File: src/sv/ccpc_pkg.sv
// ----------------------------------------------------------------------------
// ccpc_pkg
// Shared types and constants for the per-class confusion counter.
// ----------------------------------------------------------------------------
package ccpc_pkg;

    localparam int CODE_W  = 8;
    localparam int OUT_W   = 24;
    localparam int NUM_CLS = 4;
    localparam int NUM_KND = 4;
    localparam int NUM_CNT = NUM_CLS * NUM_KND;
    localparam int REG_W   = 3;
    localparam int CLS_W   = 2;
    localparam int KND_W   = 2;

    typedef logic [CODE_W-1:0] t_code;
    typedef logic [OUT_W-1:0]  t_count_out;
    typedef logic [REG_W-1:0]  t_reg_idx;
    typedef logic [CLS_W-1:0]  t_cls;
    typedef logic [KND_W-1:0]  t_kind;

    localparam t_reg_idx REG_SHADOW     = 3'd0;
    localparam t_reg_idx REG_PENUMBRA   = 3'd1;
    localparam t_reg_idx REG_OBJECT     = 3'd2;
    localparam t_reg_idx REG_BACKGROUND = 3'd3;
    localparam t_reg_idx REG_FILL       = 3'd4;
    localparam t_reg_idx REG_FOLD       = 3'd5;

    localparam t_cls CLS_SHADOW     = 2'd0;
    localparam t_cls CLS_OBJECT     = 2'd1;
    localparam t_cls CLS_BACKGROUND = 2'd2;
    localparam t_cls CLS_PENUMBRA   = 2'd3;
    localparam t_cls CLS_LAST       = CLS_PENUMBRA;

    localparam t_kind KND_TP = 2'd0;
    localparam t_kind KND_TN = 2'd1;
    localparam t_kind KND_FP = 2'd2;
    localparam t_kind KND_FN = 2'd3;

    localparam t_code RST_SHADOW     = 8'd0;
    localparam t_code RST_PENUMBRA   = 8'd153;
    localparam t_code RST_OBJECT     = 8'd255;
    localparam t_code RST_BACKGROUND = 8'd128;
    localparam t_code RST_FILL       = 8'd0;

endpackage

File: src/sv/ccpc_pix_if.sv
// ----------------------------------------------------------------------------
// ccpc_pix_if
// Pixel pair channel: predicted code, raw truth code and frame end marker.
// ----------------------------------------------------------------------------
interface ccpc_pix_if;
    logic            valid;
    logic            ready;
    ccpc_pkg::t_code predicted_pixel;
    ccpc_pkg::t_code truth_pixel;
    logic            frame_end;

    modport source (output valid, output predicted_pixel, output truth_pixel,
                    output frame_end, input ready);
    modport sink (input valid, input predicted_pixel, input truth_pixel,
                  input frame_end, output ready);
endinterface

File: src/sv/ccpc_rep_if.sv
// ----------------------------------------------------------------------------
// ccpc_rep_if
// Report channel: one beat per class with its four confusion counts.
// ----------------------------------------------------------------------------
interface ccpc_rep_if;
    logic                 valid;
    logic                 ready;
    ccpc_pkg::t_cls       class_index;
    ccpc_pkg::t_count_out true_pos;
    ccpc_pkg::t_count_out true_neg;
    ccpc_pkg::t_count_out false_pos;
    ccpc_pkg::t_count_out false_neg;
    logic                 report_last;

    modport source (output valid, output class_index, output true_pos,
                    output true_neg, output false_pos, output false_neg,
                    output report_last, input ready);
    modport sink (input valid, input class_index, input true_pos,
                  input true_neg, input false_pos, input false_neg,
                  input report_last, output ready);
endinterface

File: src/sv/confusion_count_per_class.sv
// A pixel is registered into stage one and counted from there; a frame end
// pixel loads the report buffer from stage one, which starts its report burst.
// Throughput: one pixel per cycle, but a frame end waits while the previous
// frame's report is still draining; each frame sends a burst of four beats.
// Reset clears the counters and loads the register defaults at once.
// ----------------------------------------------------------------------------
// confusion_count_per_class
// One-vs-rest confusion counters for four pixel classes, reported per frame.
// ----------------------------------------------------------------------------
module confusion_count_per_class #(
    parameter int COUNT_BITS = 24
) (
    input  logic                     i_clk,
    input  logic                     i_rst_n,
    ccpc_pix_if.sink                 i_pix,
    ccpc_rep_if.source               o_rep,
    input  logic                     i_cfg_we,
    input  ccpc_pkg::t_reg_idx       i_cfg_index,
    input  logic [ccpc_pkg::CODE_W-1:0] i_cfg_data
);

    typedef logic [COUNT_BITS-1:0] t_cnt;

    ccpc_pkg::t_code r_shadow, r_penumbra, r_object, r_background, r_fill;
    logic            r_fold;

    logic            r_s1_valid;
    ccpc_pkg::t_code r_s1_pred;
    ccpc_pkg::t_code r_s1_truth;
    logic            r_s1_last;

    t_cnt r_cnt [ccpc_pkg::NUM_CNT];
    t_cnt n_cnt [ccpc_pkg::NUM_CNT];

    ccpc_pkg::t_count_out r_rep [ccpc_pkg::NUM_CNT];
    logic                 r_rep_busy;
    ccpc_pkg::t_cls       r_beat;

    ccpc_pkg::t_code cls_code [ccpc_pkg::NUM_CLS];
    ccpc_pkg::t_code truth;
    logic            known;
    logic            rep_fire;
    logic            rep_free;
    logic            s1_adv;
    logic            pix_fire;

    always_ff @(posedge i_clk) begin
        if (!i_rst_n) begin
            r_shadow     <= ccpc_pkg::RST_SHADOW;
            r_penumbra   <= ccpc_pkg::RST_PENUMBRA;
            r_object     <= ccpc_pkg::RST_OBJECT;
            r_background <= ccpc_pkg::RST_BACKGROUND;
            r_fill       <= ccpc_pkg::RST_FILL;
            r_fold       <= 1'b0;
        end else if (i_cfg_we) begin
            case (i_cfg_index)
                ccpc_pkg::REG_SHADOW:     r_shadow     <= i_cfg_data;
                ccpc_pkg::REG_PENUMBRA:   r_penumbra   <= i_cfg_data;
                ccpc_pkg::REG_OBJECT:     r_object     <= i_cfg_data;
                ccpc_pkg::REG_BACKGROUND: r_background <= i_cfg_data;
                ccpc_pkg::REG_FILL:       r_fill       <= i_cfg_data;
                ccpc_pkg::REG_FOLD:       r_fold       <= i_cfg_data[0];
                default: begin
                end
            endcase
        end
    end

    assign rep_fire = o_rep.valid && o_rep.ready;
    assign rep_free = !r_rep_busy || (rep_fire && (r_beat == ccpc_pkg::CLS_LAST));
    assign s1_adv   = r_s1_valid && (!r_s1_last || rep_free);
    assign i_pix.ready = !r_s1_valid || s1_adv;
    assign pix_fire = i_pix.valid && i_pix.ready;

    always_ff @(posedge i_clk) begin
        if (!i_rst_n) begin
            r_s1_valid <= 1'b0;
        end else if (i_pix.ready) begin
            r_s1_valid <= i_pix.valid;
        end
    end

    always_ff @(posedge i_clk) begin
        if (pix_fire) begin
            r_s1_pred  <= i_pix.predicted_pixel;
            r_s1_truth <= i_pix.truth_pixel;
            r_s1_last  <= i_pix.frame_end;
        end
    end

    assign cls_code[ccpc_pkg::CLS_SHADOW]     = r_shadow;
    assign cls_code[ccpc_pkg::CLS_OBJECT]     = r_object;
    assign cls_code[ccpc_pkg::CLS_BACKGROUND] = r_background;
    assign cls_code[ccpc_pkg::CLS_PENUMBRA]   = r_penumbra;

    assign known = (r_s1_truth == r_shadow) || (r_s1_truth == r_object) ||
                   (r_s1_truth == r_background) || (r_s1_truth == r_penumbra);
    assign truth = (!known || (r_fold && (r_s1_truth == r_penumbra))) ?
                   r_fill : r_s1_truth;

    always_comb begin
        logic           p;
        logic           t;
        ccpc_pkg::t_kind kind;
        logic [ccpc_pkg::CLS_W+ccpc_pkg::KND_W-1:0] idx;
        for (int c = 0; c < ccpc_pkg::NUM_CLS; c++) begin
            p = (r_s1_pred == cls_code[c]);
            t = (truth == cls_code[c]);
            if (p) begin
                kind = t ? ccpc_pkg::KND_TP : ccpc_pkg::KND_FP;
            end else begin
                kind = t ? ccpc_pkg::KND_FN : ccpc_pkg::KND_TN;
            end
            for (int k = 0; k < ccpc_pkg::NUM_KND; k++) begin
                idx = {ccpc_pkg::CLS_W'(c), ccpc_pkg::KND_W'(k)};
                if ((kind == ccpc_pkg::KND_W'(k)) && !(&r_cnt[idx])) begin
                    n_cnt[idx] = r_cnt[idx] + t_cnt'(1);
                end else begin
                    n_cnt[idx] = r_cnt[idx];
                end
            end
        end
    end

    always_ff @(posedge i_clk) begin
        if (!i_rst_n) begin
            for (int i = 0; i < ccpc_pkg::NUM_CNT; i++) begin
                r_cnt[i] <= '0;
            end
        end else if (s1_adv) begin
            for (int i = 0; i < ccpc_pkg::NUM_CNT; i++) begin
                r_cnt[i] <= r_s1_last ? '0 : n_cnt[i];
            end
        end
    end

    always_ff @(posedge i_clk) begin
        if (s1_adv && r_s1_last) begin
            for (int i = 0; i < ccpc_pkg::NUM_CNT; i++) begin
                r_rep[i] <= ccpc_pkg::OUT_W'(32'(n_cnt[i]));
            end
        end
    end

    always_ff @(posedge i_clk) begin
        if (!i_rst_n) begin
            r_rep_busy <= 1'b0;
            r_beat     <= ccpc_pkg::CLS_SHADOW;
        end else if (s1_adv && r_s1_last) begin
            r_rep_busy <= 1'b1;
            r_beat     <= ccpc_pkg::CLS_SHADOW;
        end else if (rep_fire) begin
            r_rep_busy <= (r_beat != ccpc_pkg::CLS_LAST);
            r_beat     <= r_beat + ccpc_pkg::CLS_W'(1);
        end
    end

    assign o_rep.valid       = r_rep_busy;
    assign o_rep.class_index = r_beat;
    assign o_rep.true_pos    = r_rep[{r_beat, ccpc_pkg::KND_TP}];
    assign o_rep.true_neg    = r_rep[{r_beat, ccpc_pkg::KND_TN}];
    assign o_rep.false_pos   = r_rep[{r_beat, ccpc_pkg::KND_FP}];
    assign o_rep.false_neg   = r_rep[{r_beat, ccpc_pkg::KND_FN}];
    assign o_rep.report_last = (r_beat == ccpc_pkg::CLS_LAST);

    // A report buffer is only refilled once the previous burst has drained.
    a_no_overwrite: assert property (@(posedge i_clk) disable iff (!i_rst_n)
        (s1_adv && r_s1_last) |-> (!r_rep_busy ||
            (rep_fire && (r_beat == ccpc_pkg::CLS_LAST))))
        else $error("report buffer overwritten before drained");

    a_clear_on_end: assert property (@(posedge i_clk) disable iff (!i_rst_n)
        (s1_adv && r_s1_last) |=> ((r_cnt[0] == '0) && (r_cnt[5] == '0) &&
            (r_cnt[15] == '0)))
        else $error("counters not cleared after frame end");

    a_burst_start: assert property (@(posedge i_clk) disable iff (!i_rst_n)
        $rose(o_rep.valid) |-> (r_beat == ccpc_pkg::CLS_SHADOW))
        else $error("report burst does not start with the first class");

    a_burst_cont: assert property (@(posedge i_clk) disable iff (!i_rst_n)
        (rep_fire && (r_beat != ccpc_pkg::CLS_LAST)) |=> o_rep.valid)
        else $error("report burst ended early");

endmodule
File: src/flat_wrapper.sv
// flat-port wrapper written by rule: the top's interface ports become plain ports
module confusion_count_per_class_flat 
#(
    parameter int COUNT_BITS = 24
)
  (i_clk, i_rst_n, i_cfg_we, i_cfg_index, i_cfg_data, i_pix_valid, i_pix_predicted_pixel, i_pix_truth_pixel, i_pix_frame_end, i_pix_ready, o_rep_valid, o_rep_class_index, o_rep_true_pos, o_rep_true_neg, o_rep_false_pos, o_rep_false_neg, o_rep_report_last, o_rep_ready);
  ccpc_pix_if i_pix_i ();
  ccpc_rep_if o_rep_i ();
  input  logic i_clk;
  input  logic i_rst_n;
  input  logic i_cfg_we;
  input  ccpc_pkg::t_reg_idx i_cfg_index;
  input  logic [ccpc_pkg::CODE_W-1:0] i_cfg_data;
  input wire logic [$bits(i_pix_i.valid)-1:0] i_pix_valid;
  input wire logic [$bits(i_pix_i.predicted_pixel)-1:0] i_pix_predicted_pixel;
  input wire logic [$bits(i_pix_i.truth_pixel)-1:0] i_pix_truth_pixel;
  input wire logic [$bits(i_pix_i.frame_end)-1:0] i_pix_frame_end;
  output wire logic [$bits(i_pix_i.ready)-1:0] i_pix_ready;
  output wire logic [$bits(o_rep_i.valid)-1:0] o_rep_valid;
  output wire logic [$bits(o_rep_i.class_index)-1:0] o_rep_class_index;
  output wire logic [$bits(o_rep_i.true_pos)-1:0] o_rep_true_pos;
  output wire logic [$bits(o_rep_i.true_neg)-1:0] o_rep_true_neg;
  output wire logic [$bits(o_rep_i.false_pos)-1:0] o_rep_false_pos;
  output wire logic [$bits(o_rep_i.false_neg)-1:0] o_rep_false_neg;
  output wire logic [$bits(o_rep_i.report_last)-1:0] o_rep_report_last;
  input wire logic [$bits(o_rep_i.ready)-1:0] o_rep_ready;
  assign i_pix_i.valid = i_pix_valid;
  assign i_pix_i.predicted_pixel = i_pix_predicted_pixel;
  assign i_pix_i.truth_pixel = i_pix_truth_pixel;
  assign i_pix_i.frame_end = i_pix_frame_end;
  assign i_pix_ready = i_pix_i.ready;
  assign o_rep_valid = o_rep_i.valid;
  assign o_rep_class_index = o_rep_i.class_index;
  assign o_rep_true_pos = o_rep_i.true_pos;
  assign o_rep_true_neg = o_rep_i.true_neg;
  assign o_rep_false_pos = o_rep_i.false_pos;
  assign o_rep_false_neg = o_rep_i.false_neg;
  assign o_rep_report_last = o_rep_i.report_last;
  assign o_rep_i.ready = o_rep_ready;
  confusion_count_per_class #(.COUNT_BITS(COUNT_BITS)) u_core (.i_clk(i_clk), .i_rst_n(i_rst_n), .i_pix(i_pix_i), .o_rep(o_rep_i), .i_cfg_we(i_cfg_we), .i_cfg_index(i_cfg_index), .i_cfg_data(i_cfg_data));
endmodule
File: config.mk
export PLATFORM = sky130hd
export DESIGN_NAME = confusion_count_per_class_flat
export DESIGN_NICKNAME = d
export VERILOG_FILES = /design/src/sv/ccpc_pkg.sv /design/src/sv/ccpc_pix_if.sv /design/src/sv/ccpc_rep_if.sv /design/src/sv/confusion_count_per_class.sv /design/src/flat_wrapper.sv
export SDC_FILE = /design/constraint.sdc
export NUM_CORES = 1
export LEC_CHECK = 0
export ABC_CLOCK_PERIOD_IN_PS = 17800
export BUFFER_PORTS_ARGS = -buffer_cell sky130_fd_sc_hd__buf_2
export CAP_MARGIN = 30
export CORE_MARGIN = 1
export CORE_UTILIZATION = 57
export DETAILED_ROUTE_END_ITERATION = 10
export GPL_TIMING_DRIVEN = 0
export PLACE_DENSITY = 0.88
export SETUP_SLACK_MARGIN = 0.2
export SLEW_MARGIN = 10
export SYNTH_ARGS = -nofsm -noshare
export SYNTH_HDL_FRONTEND = slang
export SYNTH_SLANG_ARGS = --single-unit
export TNS_END_PERCENT = 5
File: constraint.sdc
create_clock -name i_clk -period 17.8 [get_ports i_clk]
set_input_delay 0.89 -clock i_clk [delete_from_list [all_inputs] [get_ports i_clk]]
set_output_delay 0.89 -clock i_clk [all_outputs]
set_load 0.01 [all_outputs]
==> impl_metrics.env <==
export IMPL_min_path_cells=1
export IMPL_placed_cells=4314
export IMPL_clk_latency_ns=0.65
export IMPL_synth_seq_area_share_pct=59.7
export IMPL_place_ws_ns=12.58
export IMPL_layout_common_cells="edfxtp_1, and2_1, nand2_1, xor2_1, xnor2_1"
export IMPL_p_sw_mw=1.04
export IMPL_avgViaCountPerCell=6.39
export IMPL_wl_um=110000
export IMPL_tightest_slew_ns=1.10
export IMPL_grt_total_usage_pct=29.8
export IMPL_synthSimpleGateAreaFrac_pct=18.9
export IMPL_gp_congestion=0.934
export IMPL_die_width_um=270
export IMPL_cts_resized=0
export IMPL_setup_viol=0
export IMPL_fmax_ghz=0.184
export IMPL_cp_arrival_ns=5.82
export IMPL_drv_slew=0
export IMPL_cts_root_buf="clkbuf_16"
export IMPL_synthToLayoutAreaGrowth_pct=13.0
export IMPL_slew_headroom_pct=26.9
export IMPL_max_cap_viol_count=0
export IMPL_netlist_instances=3199
export IMPL_clock_path_buffers=3
export IMPL_dp_hpwl_um=76600
export IMPL_startpoint_type="flip-flop"
export IMPL_io_buffers=133
export IMPL_pwr_share_comb_pct=7.2
export IMPL_grt_pass1_wl_um=165000
export IMPL_layout_setup_ws_ns=12.38
export IMPL_synth_async_reset_ratio_pct=0
export IMPL_finalHoldViolations=0
export IMPL_layout_commonest_cell="edfxtp_1"
export IMPL_yosys_warnings=0
export IMPL_yosys_area_share_xor_xnor_pct=9.05
export IMPL_drtAntennaViolNets=0
export IMPL_drc=0
export IMPL_crit_chain="clkbuf_1 > xor2_1 > nor4_1 > nand4_1 > and3_1 > a21oi_2 > buf_4 > mux2i_1 > a2111o_1 > o21ai_0 > clkbuf_1 > nor3_1 > xor2_1 > and2_1"
export IMPL_crit_slowest_cell="o21ai_0"
export IMPL_endpoint_kind="flip-flop"
export IMPL_vias=28559
export IMPL_worst_path_stages=14
export IMPL_num_nets_final=3505
export IMPL_ys_ff_latch=832
export IMPL_drt_pass1_iterations=6
export IMPL_antenna_found_initial=4
export IMPL_power_density_mw_per_mm2=96.4
export IMPL_min_from="i_pix_frame_end"
export IMPL_p_total_mw=4.47
export IMPL_p_clk_share_pct=40.7
export IMPL_finalCritPeriodShare_pct=30.5
export IMPL_p_int_mw=3.43
export IMPL_utilization_pct=65.0
export IMPL_grt_max_degree=57
export IMPL_fin_cells=4470
export IMPL_dieArea_mm2=0.0731
export IMPL_cts_made_buffers=86
export IMPL_cts_setup_buffers=0
export IMPL_critical_path_max_stage_delay_ns=0.89
export IMPL_peakVddDrop_mv=0.0839
export IMPL_drive_gt1_share_pct=13.5
export IMPL_avgSynthCellArea_um2=12.8
export IMPL_hold_path_class="in2reg"
export IMPL_overflow=0
export IMPL_fp_row_count=98
export IMPL_outcome="completed"
export IMPL_io_pins=134
export IMPL_critPathBufInv=3
export IMPL_reg2reg_depth=14
export IMPL_synth_edf_count=785
export IMPL_clkTransAtPathRegs_ns=0.06
export IMPL_rsz0062_at_grt="no"
export IMPL_fin_skew_ns=0.0304
export IMPL_synth_area_mm2=0.0410
export IMPL_synth_net_count=3249
export IMPL_critical_path_top_delay_family="compound AO/OA/AOI/OAI gates"
export IMPL_ys_flop_type="edfxtp_1"
export IMPL_ctsHoldBuffers=0
export IMPL_yosysUniqueCellTypes=78
export IMPL_muxShareOfSynthArea_pct=7.19
export IMPL_p_leak_nw=16.8
export IMPL_synth_top_family_by_area="simple AND/OR/NAND/NOR gates"
export IMPL_synth_compound_area_share_pct=2.71
export IMPL_first_iter_violations=3783
export IMPL_r2r_start="u_core.r_s1_truth[5]$_DFFE_PP_"
export IMPL_critPathKind="reg2reg"
export IMPL_cp_required_ns=18.20
export IMPL_finalSetupTns_ns=0
export IMPL_drt_wirelength_per_cell_um=24.6
export IMPL_cts_sinks=832
export IMPL_yosys_area_share_adder_pct=0.518
export IMPL_p_seq_share_pct=52.1
export IMPL_start_util_pct=57.5
export IMPL_die_y_um=270
export IMPL_period_minus_slack_ns=5.42
export IMPL_core_area_mm2=0.0714
export IMPL_crit_fanout=10
export IMPL_first_global_vias=27880
export IMPL_crit_path_start="u_core.r_s1_truth[5]$_DFFE_PP_"
export IMPL_p_sw_share_pct=23.4
export IMPL_htree_levels=3
export IMPL_tritoncts="built"
==> cell usage after synthesis (20+ instances only) <==
| cell | n | area (um^2) |
|---|---|---|
| nand2_1 | 290 | 1090 |
| and3_1 | 120 | 751 |
| nor3_1 | 89 | 445 |
| inv_1 | 44 | 165 |
| clkbuf_1 | 100 | 375 |
| nor4_1 | 35 | 219 |
| a21boi_0 | 30 | 225 |
| mux2i_1 | 55 | 551 |
| mux4_2 | 96 | 2160 |
| xor2_1 | 215 | 1880 |
| edfxtp_1 | 785 | 23600 |
| xnor2_1 | 209 | 1830 |
| and2_1 | 355 | 2220 |
| and4_1 | 21 | 184 |
| nand3_1 | 172 | 861 |
| dfxtp_1 | 47 | 941 |
| nand2b_1 | 53 | 332 |
| mux2_2 | 20 | 225 |
| a21oi_1 | 37 | 185 |
| nand4_1 | 97 | 607 |
| nor2_1 | 95 | 357 |
==> per-stage QoR <==
step	instance area [um^2]	hold WS, ns
2_1_floorplan	41000	0.456
3_3_place_gp	42900	0.477
3_5_place_dp	43500	0.486
4_1_cts	46300	0.392
5_1_grt	46400	0.400
6_report	46400	0.413
==> per-layer routing <==
metal  share of wire (%)  wire length [um]  track usage (%)  up-vias
met3                  10             11300             6.05      340
met2                  48             52400             48.2     1930
li1                    -                 -                -    12298
met4                 5.2              5720             14.1        4
met5               0.024                26                0        -
met1                  37             40400             38.6    13987
==> power groups by stage <==
stage / clock network [mW] / logic (mW) / registers, mW
final: 1.82 / 0.320 / 2.33
after global routing: 1.90 / 0.338 / 2.34
after CTS: 1.83 / 0.315 / 2.33
after detailed placement: 0 / 0.311 / 2.36
after global placement: 0 / 0.286 / 2.41
after floorplan: 0 / 0.191 / 2.37
==> flip-flops by register name, summed over array words and instances, names as in the netlist, named ones only <==
| register | flops |
|---|---|
| u_core.r_penumbra | 8 |
| u_core.r_cnt | 384 |
| u_core.o_rep.class_index | 2 |
| u_core.r_fill | 8 |
| u_core.r_s1_last | 1 |
| u_core.r_object | 8 |
| u_core.r_shadow | 8 |
| u_core.r_fold | 1 |
| u_core.r_s1_valid | 1 |
| u_core.r_rep | 384 |
| u_core.r_s1_truth | 8 |
| u_core.r_s1_pred | 8 |
| u_core.o_rep.valid | 1 |
| u_core.r_background | 8 |
==> worst paths after layout <==
check                                                     endpoint  slack [ns]
worst max-delay path            u_core.r_cnt[1][138]$_SDFFCE_PP0P_       12.38
worst max register to register  u_core.r_cnt[1][138]$_SDFFCE_PP0P_       12.38
worst min-delay path                    u_core.r_s1_last$_DFFE_PP_        0.41
worst min register to register       u_core.r_fill[0]$_SDFFE_PN0P_        0.49
==> layout make-up <==
| cell class | count | area (um^2) |
|---|---|---|
| antenna | 2 | 5.00 |
| inverter | 44 | 165 |
| fill | 4896 | 25000 |
| timing repair buffer | 168 | 1300 |
| buffer | 143 | 608 |
| clock buffer | 99 | 2260 |
| multi-input combinational | 2180 | 15800 |
| sequential | 832 | 24500 |
| clock inverter | 52 | 528 |
| tap | 950 | 1190 |
==> cells by family (layout without fill, tap and decap cells) <==
family	count (synthesis)	in the layout
compound gates	155	155
xor+xnor	424	424
fa+ha+maj	17	17
buf+inv	187	506
flops	832	832
mux	172	172
other cells	0	2
simple gates	1412	1412
Note: power is estimated with default switching activity, not from simulation.
